File: src/hw/rtl/dwtp_pkg.sv
`default_nettype none
package dwtp_pkg;

  localparam int NUM_WHEELS = 2;
  localparam int IO_WHEELS  = 2;
  localparam int ACT_WHEELS = (NUM_WHEELS < IO_WHEELS) ? NUM_WHEELS : IO_WHEELS;
  localparam int WIDX_W     = (NUM_WHEELS > 1) ? $clog2(NUM_WHEELS) : 1;

  localparam int DATA_W     = 32;
  localparam int GAIN_W     = 31;
  localparam int PER_W      = 21;
  localparam int CFG_IDX_W  = 3;
  localparam int CFG_DATA_W = 31;
  localparam int FRAC_W     = 16;
  localparam int PROD_W     = 2 * DATA_W;
  localparam int PQ_W       = PROD_W - FRAC_W;
  localparam int ACC_W      = 50;
  localparam int DVD_W      = DATA_W + 1 + FRAC_W;
  localparam int CNT_W      = $clog2(DVD_W);

  localparam logic [GAIN_W-1:0] GAIN_P_RST = GAIN_W'(65536);
  localparam logic [GAIN_W-1:0] GAIN_I_RST = '0;
  localparam logic [GAIN_W-1:0] GAIN_D_RST = '0;
  localparam logic [PER_W-1:0]  PER_RST    = PER_W'(6554);
  localparam logic [GAIN_W-1:0] LIMIT_RST  = GAIN_W'(65536);

  localparam logic signed [ACC_W-1:0] SAT_HI = {{(ACC_W-31){1'b0}}, {31{1'b1}}};
  localparam logic signed [ACC_W-1:0] SAT_LO = {{(ACC_W-31){1'b1}}, {31{1'b0}}};
  localparam logic signed [DATA_W-1:0] Q_MAX = {1'b0, {(DATA_W-1){1'b1}}};
  localparam logic signed [DATA_W-1:0] Q_MIN = {1'b1, {(DATA_W-1){1'b0}}};

  typedef enum logic [CFG_IDX_W-1:0] {
    CFG_GAIN_P       = 3'd0,
    CFG_GAIN_I       = 3'd1,
    CFG_GAIN_D       = 3'd2,
    CFG_STEP_PERIOD  = 3'd3,
    CFG_TORQUE_LIMIT = 3'd4
  } cfg_idx_t;

  typedef struct packed {
    logic             start;
    logic [DVD_W-1:0] dividend;
    logic [PER_W-1:0] divisor;
  } div_req_t;

  typedef struct packed {
    logic             done;
    logic [DVD_W-1:0] quotient;
  } div_rsp_t;

  function automatic logic signed [DATA_W-1:0] sat32(input logic signed [ACC_W-1:0] x);
    logic signed [DATA_W-1:0] r;
    if (x > SAT_HI) begin
      r = Q_MAX;
    end else if (x < SAT_LO) begin
      r = Q_MIN;
    end else begin
      r = x[DATA_W-1:0];
    end
    return r;
  endfunction

  function automatic logic signed [ACC_W-1:0] sx_data(input logic signed [DATA_W-1:0] x);
    return {{(ACC_W-DATA_W){x[DATA_W-1]}}, x};
  endfunction

  function automatic logic signed [ACC_W-1:0] sx_pq(input logic signed [PQ_W-1:0] x);
    return {{(ACC_W-PQ_W){x[PQ_W-1]}}, x};
  endfunction

endpackage
`default_nettype wire

File: src/hw/rtl/dwtp_div.sv
`default_nettype none
module dwtp_div (
  input  wire                 clk,
  input  wire                 rst_n,
  input  dwtp_pkg::div_req_t  req,
  output dwtp_pkg::div_rsp_t  rsp
);
  import dwtp_pkg::*;

  logic             busy_r;
  logic             done_r;
  logic [CNT_W-1:0] cnt_r;
  logic [PER_W-1:0] rem_r;
  logic [PER_W-1:0] dsr_r;
  logic [DVD_W-1:0] qd_r;

  logic [PER_W:0]   rem_sh;
  logic [PER_W:0]   rem_sub;
  logic             ge;

  assign rem_sh  = {rem_r, qd_r[DVD_W-1]};
  assign ge      = rem_sh >= {1'b0, dsr_r};
  assign rem_sub = rem_sh - {1'b0, dsr_r};

  assign rsp.done     = done_r;
  assign rsp.quotient = qd_r;

  always_ff @(posedge clk) begin
    if (!rst_n) begin
      busy_r <= 1'b0;
      done_r <= 1'b0;
      cnt_r  <= '0;
    end else if (req.start) begin
      busy_r <= 1'b1;
      done_r <= 1'b0;
      cnt_r  <= '0;
    end else if (busy_r) begin
      cnt_r <= cnt_r + CNT_W'(1);
      if (cnt_r == CNT_W'(DVD_W - 1)) begin
        busy_r <= 1'b0;
        done_r <= 1'b1;
      end
    end
  end

  // one quotient bit per cycle, restoring
  always_ff @(posedge clk) begin
    if (req.start) begin
      rem_r <= '0;
      dsr_r <= req.divisor;
      qd_r  <= req.dividend;
    end else if (busy_r) begin
      rem_r <= ge ? rem_sub[PER_W-1:0] : rem_sh[PER_W-1:0];
      qd_r  <= {qd_r[DVD_W-2:0], ge};
    end
  end

endmodule
`default_nettype wire

File: config.mk
export PLATFORM = sky130hd
export DESIGN_NAME = dwtp_div
export DESIGN_NICKNAME = d
export VERILOG_FILES = /design/src/hw/rtl/dwtp_pkg.sv /design/src/hw/rtl/dwtp_div.sv
export SDC_FILE = /design/constraint.sdc
export NUM_CORES = 1
export LEC_CHECK = 0
export ABC_AREA = 0
export ABC_CLOCK_PERIOD_IN_PS = 7000
export BUFFER_PORTS_ARGS = -buffer_cell sky130_fd_sc_hd__buf_2
export CORE_ASPECT_RATIO = 1.1
export CORE_UTILIZATION = 58
export DETAILED_ROUTE_END_ITERATION = 6
export GPL_ROUTABILITY_DRIVEN = 0
export PLACE_DENSITY = 0.95
export SLEW_MARGIN = 20
export SYNTH_ARGS = -nofsm -noshare
export SYNTH_HDL_FRONTEND = slang
export SYNTH_SLANG_ARGS = --single-unit
export TNS_END_PERCENT = 100
File: constraint.sdc
create_clock -name clk -period 7 [get_ports clk]
set_clock_uncertainty 0.15 [all_clocks]
set_input_delay 1.4 -clock clk [delete_from_list [all_inputs] [get_ports clk]]
set_output_delay 1.4 -clock clk [all_outputs]
set_load 0.005 [all_outputs]
== Yosys cells after proc, flatten, opt, wreduce, memory -nomap -nowiden ==
Index checks and enable logic that the tools add are counted.
Widths: inputs -> output; s select.
Cells by class
  multiplexer cells: 6
  bitwise logic cells: 1
  $lt $le $gt $ge: 1
  $add $sub $neg: 2
  equality and inequality tests: 1
  reductions and logical operators: 3
Operator list (count)
  $mux 49: 2
  $ge 22x21->1: 1
  $mux 21: 1
  $sub 21x21->21: 1
  $add 6x1->6 const B: 1
  $eq 6x6->1 const B: 1
  $mux 1: 3
  $reduce_and 2->1: 1
  $reduce_bool 2->1: 1
  $reduce_or 2->1: 1
  $not 1->1: 1
Storage, ports and cells
  output and inout bits: 50
  input bits: 73
  flip-flop bits (word level): 99

== Depth between registers and ports, before layout ==
Gate-level depths: netlist of the first run.
  depth in word-level cells: 4
  depth in mapped cells: 13

== Worst setup path before layout of the first run ==
No wires, ideal clock.
  path type: input to register
  start point: in req[70] in the netlist's numbering
  end point: reg qd_r[0] (enable)
  cell stages on the path: 3
  data arrival time: 2.827 ns
  library setup time: 0.403 ns
  setup slack: 3.619 ns
  buffers on the path: 1
  path through: clkbuf_1 -> nor2_1 -> inv_1
Between the ends
  word-level cells in the longest chain between the ends: 1
Ends and longest elaborated chain
  start, declared: line dwtp_div.sv:5  | input dwtp_pkg::div_req_t req,
  $reduce_bool 2->1 (no source line)
  end signal, assigned: line dwtp_div.sv:51  | qd_r <= req.dividend;
  end signal, assigned: line dwtp_div.sv:54  | qd_r <= {qd_r[DVD_W-2:0], ge};
  end, declared: line dwtp_div.sv:15  | logic [DVD_W-1:0] qd_r;
Every way passes these cells.
A chain may end at the register's enable or synchronous reset.

== Worst setup path after layout of the first run ==
  start point: reg qd_r[48]
  end point: reg rem_r[4]
Between the ends
  word-level cells in the longest chain between the ends: 2
  elaborated cells between the ends (all ways): 3
Ends and longest elaborated chain
  $sub 21x21->21 / $ge 22x21->1 (equally long branches): line dwtp_div.sv:23, dwtp_div.sv:22
  $mux 21 *: line dwtp_div.sv:53  | rem_r <= ge ? rem_sub[PER_W-1:0] : rem_sh[PER_W-1:0];
  end signal, assigned: line dwtp_div.sv:53
  end, declared: line dwtp_div.sv:13  | logic [PER_W-1:0] rem_r;
Every way passes the cells marked *; elsewhere a longest branch is shown, timed or not.

==> results.json, run 1 <==
{
  "syn_to_final_growth_pct": 16.09,
  "synth_mux_area_frac": 0.1336,
  "n_antenna_cell": 0,
  "hold_viol": 0,
  "cts-htree-levels": 3,
  "track_usage": 0.2671,
  "critical_path_class": "flip-flop to flip-flop",
  "drc": 0,
  "mostFrequentLayoutCells": "121 x buf_2, 70 x edfxtp_1, 48 x mux2_2, 30 x inv_1",
  "wl_per_cell_um": 18.03,
  "netSwitchingPower_mw": 0.3685,
  "wirelength_um": 12100,
  "crit_path_end_kind": "flip-flop",
  "cp_max_fo": 30,
  "synth_cell_types": 50,
  "p_sw_frac": 0.2765,
  "holdBufCountCts": 0,
  "grt_pass1_vias": 4098,
  "avgSynthCellArea_um2": 11.64,
  "die_h_um": 101.0,
  "grt_pass1_wl_um": 19110,
  "cap_violations": 0,
  "grt_overflow": 0,
  "via_per_inst": 5.987,
  "cts-resized-gates": 0,
  "first_iter_violations": 310,
  "fin_util": 0.7065,
  "place_ws_ps": 3656,
  "ys_seq_area_frac": 0.5189,
  "hold_path.class": "flip-flop to flip-flop",
  "intPower_mw": 0.9641,
  "synth-xor-area-share": 0.03388,
  "clkPwrFrac": 0.283,
  "holdWs_ps": 341.8,
  "power.density_nw_per_um2": 222.0,
  "ant_nets": 0,
  "p_seq_frac": 0.533,
  "synth_top_area_share": 0.4066,
  "clock_path_buffers": 2,
  "fin_crit_ps": 3352,
  "synth-compound-area-share": 0.1191,
  "worst_pin_slew_ps": 974.5,
  "pwr-share-comb": 0.184,
  "cts_buffers": 9,
  "outcome": "finished clean",
  "postSynthNetCount": 541,
  "async_reset_ff_frac": 0,
  "synthCells": 444,
  "final_nets": 652,
  "synth_area_leader_cell": "edfxtp_1",
  "coreArea_um2": 8496,
  "cts_root_buffer": "clkbuf_8",
  "die_area_um2": 9296,
  "slew_headroom": 0.3494,
  "yosys-top-cells-area": "edfxtp_1 41%, dfxtp_1 11%, mux2_2 10%, ha_1 5.6%, mux2i_1 2.9%",
  "numPortBuffers": 122,
  "grt_max_degree": 59,
  "initial_utilization": 0.6085,
  "cts_setup_buffers": 0,
  "antenna_found_initial": 0,
  "worst_slack_ps": 3648,
  "fin_crit_sh": 0.4789,
  "vias": 4017,
  "yosys_most_used_dff": "edfxtp_1",
  "cts_tree": "done",
  "drive_gt1_frac": 0.3500,
  "final_common_cell": "buf_2",
  "num_rows": 35,
  "synth_top_family_by_area": "multiplexers",
  "drv_slew": 0,
  "leakagePower_nw": 2.562,
  "rsz0062_at_grt": "no",
  "fmax_mhz": 298.3,
  "crit_arrival_ps": 3440,
  "setup_viol": 0,
  "critPathRequiredTime_ps": 7090,
  "dr.pass1.iters": 5,
  "ioPinCount": 123,
  "clock_latency_ps": 360,
  "netlist_area_um2": 5170,
  "peakVddDrop_mv": 0.1270,
  "ys_seq_elements": 99,
  "placedCellCount": 655,
  "start_kind": "flip-flop",
  "synthAdderAreaFrac": 0.05954,
  "final_cells": 671,
  "synth-simple-area-share": 0.08640,
  "dp.final_hpwl_um": 8791,
  "synth_edf_count": 70,
  "die_w_um": 92.02,
  "yosys_warnings": 0,
  "tns_ps": 0,
  "clock-sinks": 99,
  "clk_pin_slew_worst_paths_ps": 100
}
==> worst max-delay path: stages (launching register included) <==
cell	delay, ps
edfxtp_1	420
inv_1	80
ha_1	170
inv_1	60
fa_1	400
a21o_1	230
a221o_2	460
a21oi_4	260
a31o_4	200
o211a_4	430
mux2i_1	270
a211oi_1	90
==> per-layer routing <==
metal  vias up  GRT usage  routed length [um]
met5         -          0                   0
met4         0     0.1142                 369
met3        37    0.07617                 977
met2       209     0.4730                6175
met1      1910     0.3014                4573
li1       1861          -                   -
==> final timing paths <==
kind / from / cells past startpoint / slack, ps / end
max: qd_r[48] / 11 / 3650 / rem_r[4]
min: done_r / 2 / 340 / done_r
max reg2reg: qd_r[48] / 11 / 3650 / rem_r[4]
min reg2reg: done_r / 2 / 340 / done_r
==> power groups by stage <==
stage                     logic (mW)  registers (mW)  clock network, mW
after floorplan                0.150           0.719                  0
after global placement         0.226           0.720                  0
after detailed placement       0.239           0.723                  0
after CTS                      0.241           0.710              0.380
after global routing           0.264           0.715              0.403
final                          0.245           0.710              0.378
==> per-stage QoR <==
stage	power [mW]	cell area, um2
2_1_floorplan	0.8687	5170
6_report	1.333	6002
3_5_place_dp	0.9615	5802
3_3_place_gp	0.9459	5802
5_1_grt	1.382	6002
4_1_cts	1.331	6002
==> Yosys cell counts, drive strengths merged (4+ instances only) <==
| cell type | count |
|---|---|
| dfxtp | 29 |
| a32oi | 4 |
| inv | 31 |
| a211oi | 12 |
| a21oi | 23 |
| ha | 23 |
| nor2 | 29 |
| nand4 | 5 |
| nand3 | 12 |
| mux2 | 48 |
| buf | 9 |
| o21ai | 16 |
| xor2 | 11 |
| mux2i | 15 |
| nor3 | 4 |
| nor2b | 5 |
| xnor2 | 9 |
| clkbuf | 15 |
| edfxtp | 70 |
| o31ai | 5 |
| nand2 | 28 |
==> sequential cells by signal (all words and copies together) (netlist names) <==
name,cells
cnt_r,6
qd_r,49
rem_r,21
done_r,1
busy_r,1
dsr_r,21
==> final cells by class <==
cell class                 instances  area, um2
inverter                          31      116.4
timing repair buffer             124      628.1
tap                              111      138.9
clock buffer                      10      127.6
fill                             595       2494
sequential                        99       2683
clock inverter                     6      72.57
multi-input combinational        290       2236
==> cells by family (layout without fill, tap and decap cells) <==
logic type,after synthesis,in the layout
flops,99,99
simple gates,96,96
compound gates,87,87
mux,63,63
buf+inv,55,171
fa+ha+maj,24,24
xor+xnor,20,20
No activity file was read; power rests on OpenSTA's default activity.
==> run 2, diff against run 1 <==
--- a/config.mk
+++ b/config.mk
@@ -5,14 +5,14 @@
 export SDC_FILE = /design/constraint.sdc
 export NUM_CORES = 1
 export LEC_CHECK = 0
-export ABC_AREA = 0
-export ABC_CLOCK_PERIOD_IN_PS = 7000
+export ABC_AREA = 1
+export ABC_CLOCK_PERIOD_IN_PS = 2800
 export BUFFER_PORTS_ARGS = -buffer_cell sky130_fd_sc_hd__buf_2
 export CORE_ASPECT_RATIO = 1.1
-export CORE_UTILIZATION = 58
+export CORE_UTILIZATION = 50
 export DETAILED_ROUTE_END_ITERATION = 6
 export GPL_ROUTABILITY_DRIVEN = 0
-export PLACE_DENSITY = 0.95
+export PLACE_DENSITY = 0.87
 export SLEW_MARGIN = 20
 export SYNTH_ARGS = -nofsm -noshare
 export SYNTH_HDL_FRONTEND = slang
==> constraint.sdc (replaced) <==
create_clock -name clk -period 2.8 [get_ports clk]
set_clock_uncertainty 0.15 [all_clocks]
set_input_delay 0.56 -clock clk [delete_from_list [all_inputs] [get_ports clk]]
set_output_delay 0.56 -clock clk [all_outputs]
set_load 0.005 [all_outputs]
==> results.json, run 2 <==
{
  "slew_headroom": 0.5829,
  "wl_per_cell_um": 12.78,
  "critPathRequiredTime_ps": 2940,
  "fin_crit_ps": 2516,
  "worst_slack_ps": 284.0,
  "synth_cell_types": 36,
  "postSynthNetCount": 823,
  "cts-resized-gates": 0,
  "finalPower_mw": 3.420,
  "cp_max_fo": 24,
  "synth_commonest_cells": "301 x nand2_1, 100 x inv_1, 70 x edfxtp_1",
  "track_usage": 0.2380,
  "reg_top3": "qd_r x49, dsr_r x21, rem_r x21",
  "ioPinCount": 123,
  "cts-htree-levels": 3,
  "cap_violations": 0,
  "rsz0062_at_grt": "no",
  "tns_ps": 0,
  "hold_viol": 0,
  "ys_seq_area_frac": 0.4756,
  "vias": 4920,
  "synthCells": 726,
  "cts_tree": "done",
  "grt_pass1_vias": 4672,
  "netlist_area_um2": 5640,
  "ys_seq_elements": 99,
  "syn_to_final_growth_pct": 18.57,
  "holdWs_ps": 221.8,
  "start_kind": "flip-flop",
  "fmax_mhz": 397.5,
  "drive_gt1_frac": 0.2035,
  "synth_edf_count": 70,
  "synth_top_area_share": 0.3727,
  "place_ws_ps": 318.1,
  "n_antenna_cell": 0,
  "initial_utilization": 0.5146,
  "synth_most_common_cell": "nand2_1",
  "grt_overflow": 0,
  "num_rows": 40,
  "yosys-top-cells-area": "edfxtp_1 37%, nand2_1 20%, dfxtp_1 10%, inv_1 6.7%, ha_1 5.1%",
  "synth_area_leader_cell": "edfxtp_1",
  "leakagePower_nw": 3.489,
  "avgSynthCellArea_um2": 7.769,
  "crit_arrival_ps": 2650,
  "crit_path_end_kind": "flip-flop",
  "die_h_um": 113.4,
  "async_reset_ff_frac": 0,
  "via_per_inst": 4.935,
  "yosys_most_used_dff": "edfxtp_1",
  "setup_viol": 0,
  "holdBufCountCts": 0,
  "worst_pin_slew_ps": 619.1,
  "top_register": "qd_r",
  "final_common_cell": "nand2_1",
  "cts_root_buffer": "clkbuf_16",
  "dp.final_hpwl_um": 9465,
  "ant_nets": 0,
  "outcome": "finished clean",
  "clk_pin_slew_worst_paths_ps": 80,
  "fin_crit_sh": 0.8986,
  "largest_reg_flops": 49,
  "grt_pass1_wl_um": 21120,
  "first_iter_violations": 269,
  "cts_buffers": 9,
  "drv_slew": 0,
  "drc": 0,
  "mostFrequentLayoutCells": "301 x nand2_1, 122 x buf_2, 99 x inv_1, 70 x edfxtp_1, 51 x nand3_1",
  "coreArea_um2": 10960,
  "yosys_warnings": 0,
  "die_area_um2": 11710,
  "power.density_nw_per_um2": 511.4,
  "peakVddDrop_mv": 0.4120,
  "dr.pass1.iters": 5,
  "rrSetupSlack_ps": 280,
  "die_w_um": 103.3,
  "final_nets": 942,
  "antenna_found_initial": 0,
  "cts_setup_buffers": 0,
  "wirelength_um": 12750,
  "grt_max_degree": 50,
  "clock-sinks": 99,
  "clock_latency_ps": 360,
  "clock_path_buffers": 2,
  "numPortBuffers": 122,
  "hold_path.class": "input pin to flip-flop",
  "critical_path_class": "flip-flop to flip-flop"
}
==> run 2: logic make-up (layout without fill, tap and decap cells) <==
family / after synthesis / in the layout / share of synthesized area
adders and majority gates: 24 / 24 / 0.05457
and+or+nand+nor: 432 / 432 / 0.3296
buffers and inverters: 125 / 249 / 0.09095
xor gates and xnor gates: 9 / 9 / 0.01398
DFF: 99 / 99 / 0.4756
AOI/OAI and AO/OA: 37 / 37 / 0.03527
==> run 2: final timing paths <==
kind	start	endpoint	depth (start not counted)
max reg2reg	qd_r[48]	rem_r[3]	13
max	qd_r[48]	rem_r[3]	13
min reg2reg	cnt_r[5]	cnt_r[5]	2
min	req[5]	dsr_r[5]	1
==> run 2: final cells by class <==
cell class / count / area, um2
Clock buffer: 9 / 225.2
Clock inverter: 7 / 72.57
Fill cell: 983 / 4273
Inverter: 104 / 390.4
Multi-Input combinational cell: 502 / 2445
Sequential cell: 99 / 2683
Tap cell: 147 / 183.9
Timing Repair Buffer: 129 / 688.2
==> run 2: worst max-delay path, stage by stage (launching register included) <==
cell and delay [ps]:
edfxtp_1 380, inv_1 80, ha_1 140, inv_1 70, fa_1 440, nand2_1 110
nand3_2 80, nand2_1 120, nand2_2 80, nand2_4 250, nand2_4 240, nand2_1 120
nand3_1 70, o21ai_0 90
==> run 2: through the flow <==
stage / cells / area [um2] / utilization
2_1_floorplan: 726 / 5640 / -
3_3_place_gp: 981 / 6390 / 0.5830
3_5_place_dp: 981 / 6390 / 0.5830
4_1_cts: 997 / 6688 / 0.6102
5_1_grt: 997 / 6688 / 0.6102
6_report: 997 / 6688 / 0.6102
==> run 2: power by group <==
part           leakage (nW)  total [mW]  switching (mW)  internal (mW)
combinational          2.40       0.439           0.259          0.180
sequential            0.943        1.75          0.0563           1.69
clock                 0.143        1.23           0.603          0.629
==> run 2: routing by layer <==
metal,share of wire,vias to the layer above,GRT usage
li1,-,2532,-
met1,0.43,2176,0.2847
met2,0.47,186,0.3960
met3,0.075,26,0.06250
met4,0.024,0,0.1127
met5,0,-,0
==> run 3, diff against run 2 <==
--- a/config.mk
+++ b/config.mk
@@ -6,13 +6,13 @@
 export NUM_CORES = 1
 export LEC_CHECK = 0
 export ABC_AREA = 1
-export ABC_CLOCK_PERIOD_IN_PS = 2800
-export BUFFER_PORTS_ARGS = -buffer_cell sky130_fd_sc_hd__buf_2
+export ABC_CLOCK_PERIOD_IN_PS = 2900
 export CORE_ASPECT_RATIO = 1.1
-export CORE_UTILIZATION = 50
+export CORE_UTILIZATION = 65
 export DETAILED_ROUTE_END_ITERATION = 6
+export DONT_BUFFER_PORTS = 1
 export GPL_ROUTABILITY_DRIVEN = 0
-export PLACE_DENSITY = 0.87
+export PLACE_DENSITY = 0.91
 export SLEW_MARGIN = 20
 export SYNTH_ARGS = -nofsm -noshare
 export SYNTH_HDL_FRONTEND = slang
==> constraint.sdc (replaced) <==
create_clock -name clk -period 2.9 [get_ports clk]
set_clock_uncertainty 0.15 [all_clocks]
set_input_delay 0.58 -clock clk [delete_from_list [all_inputs] [get_ports clk]]
set_output_delay 0.58 -clock clk [all_outputs]
set_load 0.005 [all_outputs]
==> results.json, run 3 (same netlist as run 2, synthesis figures left out) <==
{
  "ioPinCount": 123,
  "drc": 0,
  "final_area_um2": 5916,
  "slowest_delay_ps": 460,
  "fill_cells": 652,
  "coreArea_um2": 8408,
  "placed_area_um2": 5714,
  "grt_pass1_vias": 4789,
  "cts_tree": "done",
  "cts-resized-gates": 0,
  "initial_utilization": 0.6708,
  "n_antenna_cell": 0,
  "cts_buffers": 9,
  "largest_reg_flops": 49,
  "holdBufCountCts": 0,
  "slew_headroom": 0.6762,
  "ant_nets": 0,
  "slowest_stage": "edfxtp_1",
  "fin_crit_ps": 2675,
  "grt_overflow": 0,
  "wl_per_cell_um": 14.82,
  "mostFrequentLayoutCells": "301 x nand2_1, 99 x inv_1, 70 x edfxtp_1, 51 x nand3_1, 33 x nor2_1",
  "die_h_um": 99.70,
  "antenna_found_initial": 0,
  "clk_pin_slew_worst_paths_ps": 110,
  "syn_to_final_growth_pct": 4.880,
  "cp_max_fo": 24,
  "dp.final_hpwl_um": 8974,
  "start_kind": "flip-flop",
  "numPortBuffers": 0,
  "reg_top3": "qd_r x49, dsr_r x21, rem_r x21",
  "rr_worst_depth": 13,
  "tns_ps": 0,
  "dr.pass1.iters": 5,
  "crit_chain": "inv_1 -> ha_1 -> inv_1 -> fa_1 -> nand2_1 -> nand3_2 -> nand2_1 -> nand2_2 -> nand2_4 -> nand2_4 -> nand2_1 -> nand3_1 -> o21ai_0",
  "clock-sinks": 99,
  "grt_pass1_wl_um": 20560,
  "clock_latency_ps": 370,
  "r2r_end": "rem_r[2]",
  "final_nets": 819,
  "outcome": "finished clean",
  "worst_pin_slew_ps": 480.6,
  "num_rows": 35,
  "rrSetupSlack_ps": 220,
  "hold_path.class": "input pin to flip-flop",
  "clock_path_buffers": 2,
  "final_common_cell": "nand2_1",
  "crit_arrival_ps": 2820,
  "holdPathStages": 0,
  "peakVddDrop_mv": 0.4363,
  "cap_violations": 0,
  "wirelength_um": 12420,
  "drv_slew": 0,
  "fin_crit_sh": 0.9226,
  "cts-htree-levels": 3,
  "hold_viol": 0,
  "drive_gt1_frac": 0.06878,
  "track_usage": 0.2863,
  "die_w_um": 90.82,
  "cts_setup_buffers": 0,
  "crit_path_end_kind": "flip-flop",
  "power.density_nw_per_um2": 487.1,
  "grt_max_degree": 74,
  "top_register": "qd_r",
  "cts_root_buffer": "clkbuf_8",
  "die_area_um2": 9055,
  "critical_path_class": "flip-flop to flip-flop",
  "setup_viol": 0,
  "first_iter_violations": 375,
  "via_per_inst": 5.696,
  "hold_path_end": "dsr_r[18]",
  "leakagePower_nw": 2.947,
  "hold_start": "req[18]",
  "critPathRequiredTime_ps": 3050,
  "crit_path_frequent_cell": "nand2_1",
  "r2r-start": "qd_r[48]",
  "vias": 4773,
  "rsz0062_at_grt": "no",
  "fmax_mhz": 373.8
}
==> run 3: changes by cell type in the layout (fill, tap and decap cells not counted) <==
cell       previous run  this run
buf_2               122         0
clkbuf_16             9         0
clkbuf_8              0         9
inv_8                 2         4
buf_12                2         1
clkinv_4              2         1
inv_6                 1         0
==> run 3: per-stage QoR <==
step | utilization | instances | total power, mW | setup WS [ps] | hold slack, ps
final | 0.7036 | 838 | 2.881 | 224.6 | 145.6
after global routing | 0.7036 | 838 | 2.986 | 55.96 | 124.6
after CTS | 0.7036 | 838 | 2.894 | 262.4 | 133.6
after detailed placement | 0.6796 | 822 | 2.023 | 296.4 | 314.6
after global placement | 0.6796 | 822 | 2.007 | 462.7 | 306.4
after floorplan | - | 726 | 1.943 | 367.2 | 288.0
==> run 3: per-layer routing <==
layer	share of wire	track usage	up-vias
li1	-	-	2286
met1	0.37	0.3003	2156
met2	0.51	0.5221	278
met3	0.086	0.07339	53
met4	0.037	0.1612	0
met5	0	0	-
==> run 3: worst max path at each step <==
| stage | startpoint | to | depth (start not counted) |
|---|---|---|---|
| 2_1_floorplan | req[70] | qd_r[0] | 3 |
| 3_3_place_gp | qd_r[48] | rem_r[14] | 13 |
| 3_5_place_dp | qd_r[48] | rem_r[2] | 13 |
| 4_1_cts | qd_r[48] | rem_r[2] | 13 |
| 5_1_grt | qd_r[48] | rem_r[2] | 13 |
| 6_report | qd_r[48] | rem_r[2] | 13 |
==> run 3: report_power, final <==
group,internal [mW],switching (mW)
Clock,0.345,0.540
Combinational,0.0960,0.191
Sequential,1.64,0.0736
Total,2.08,0.805
==> run 3: area by class of cell <==
class                           instances  area [um2]  share of cell area
Sequential cell                        99        2683              0.4535
Multi-Input combinational cell        502        2445              0.4133
Inverter                              104       390.4             0.06599
Tap cell                              111       138.9             0.02348
Clock buffer                            9       123.9             0.02094
Clock inverter                          7       77.57             0.01311
Timing Repair Buffer                    6       57.56            0.009729
==> run 3: worst max-delay path: cells and delay by family (launching register included) <==
family,cells,cell delay [ps]
compound gates,1,80
flops,1,460
simple gates,8,1110
fa+ha+maj,2,590
buf+inv,2,190
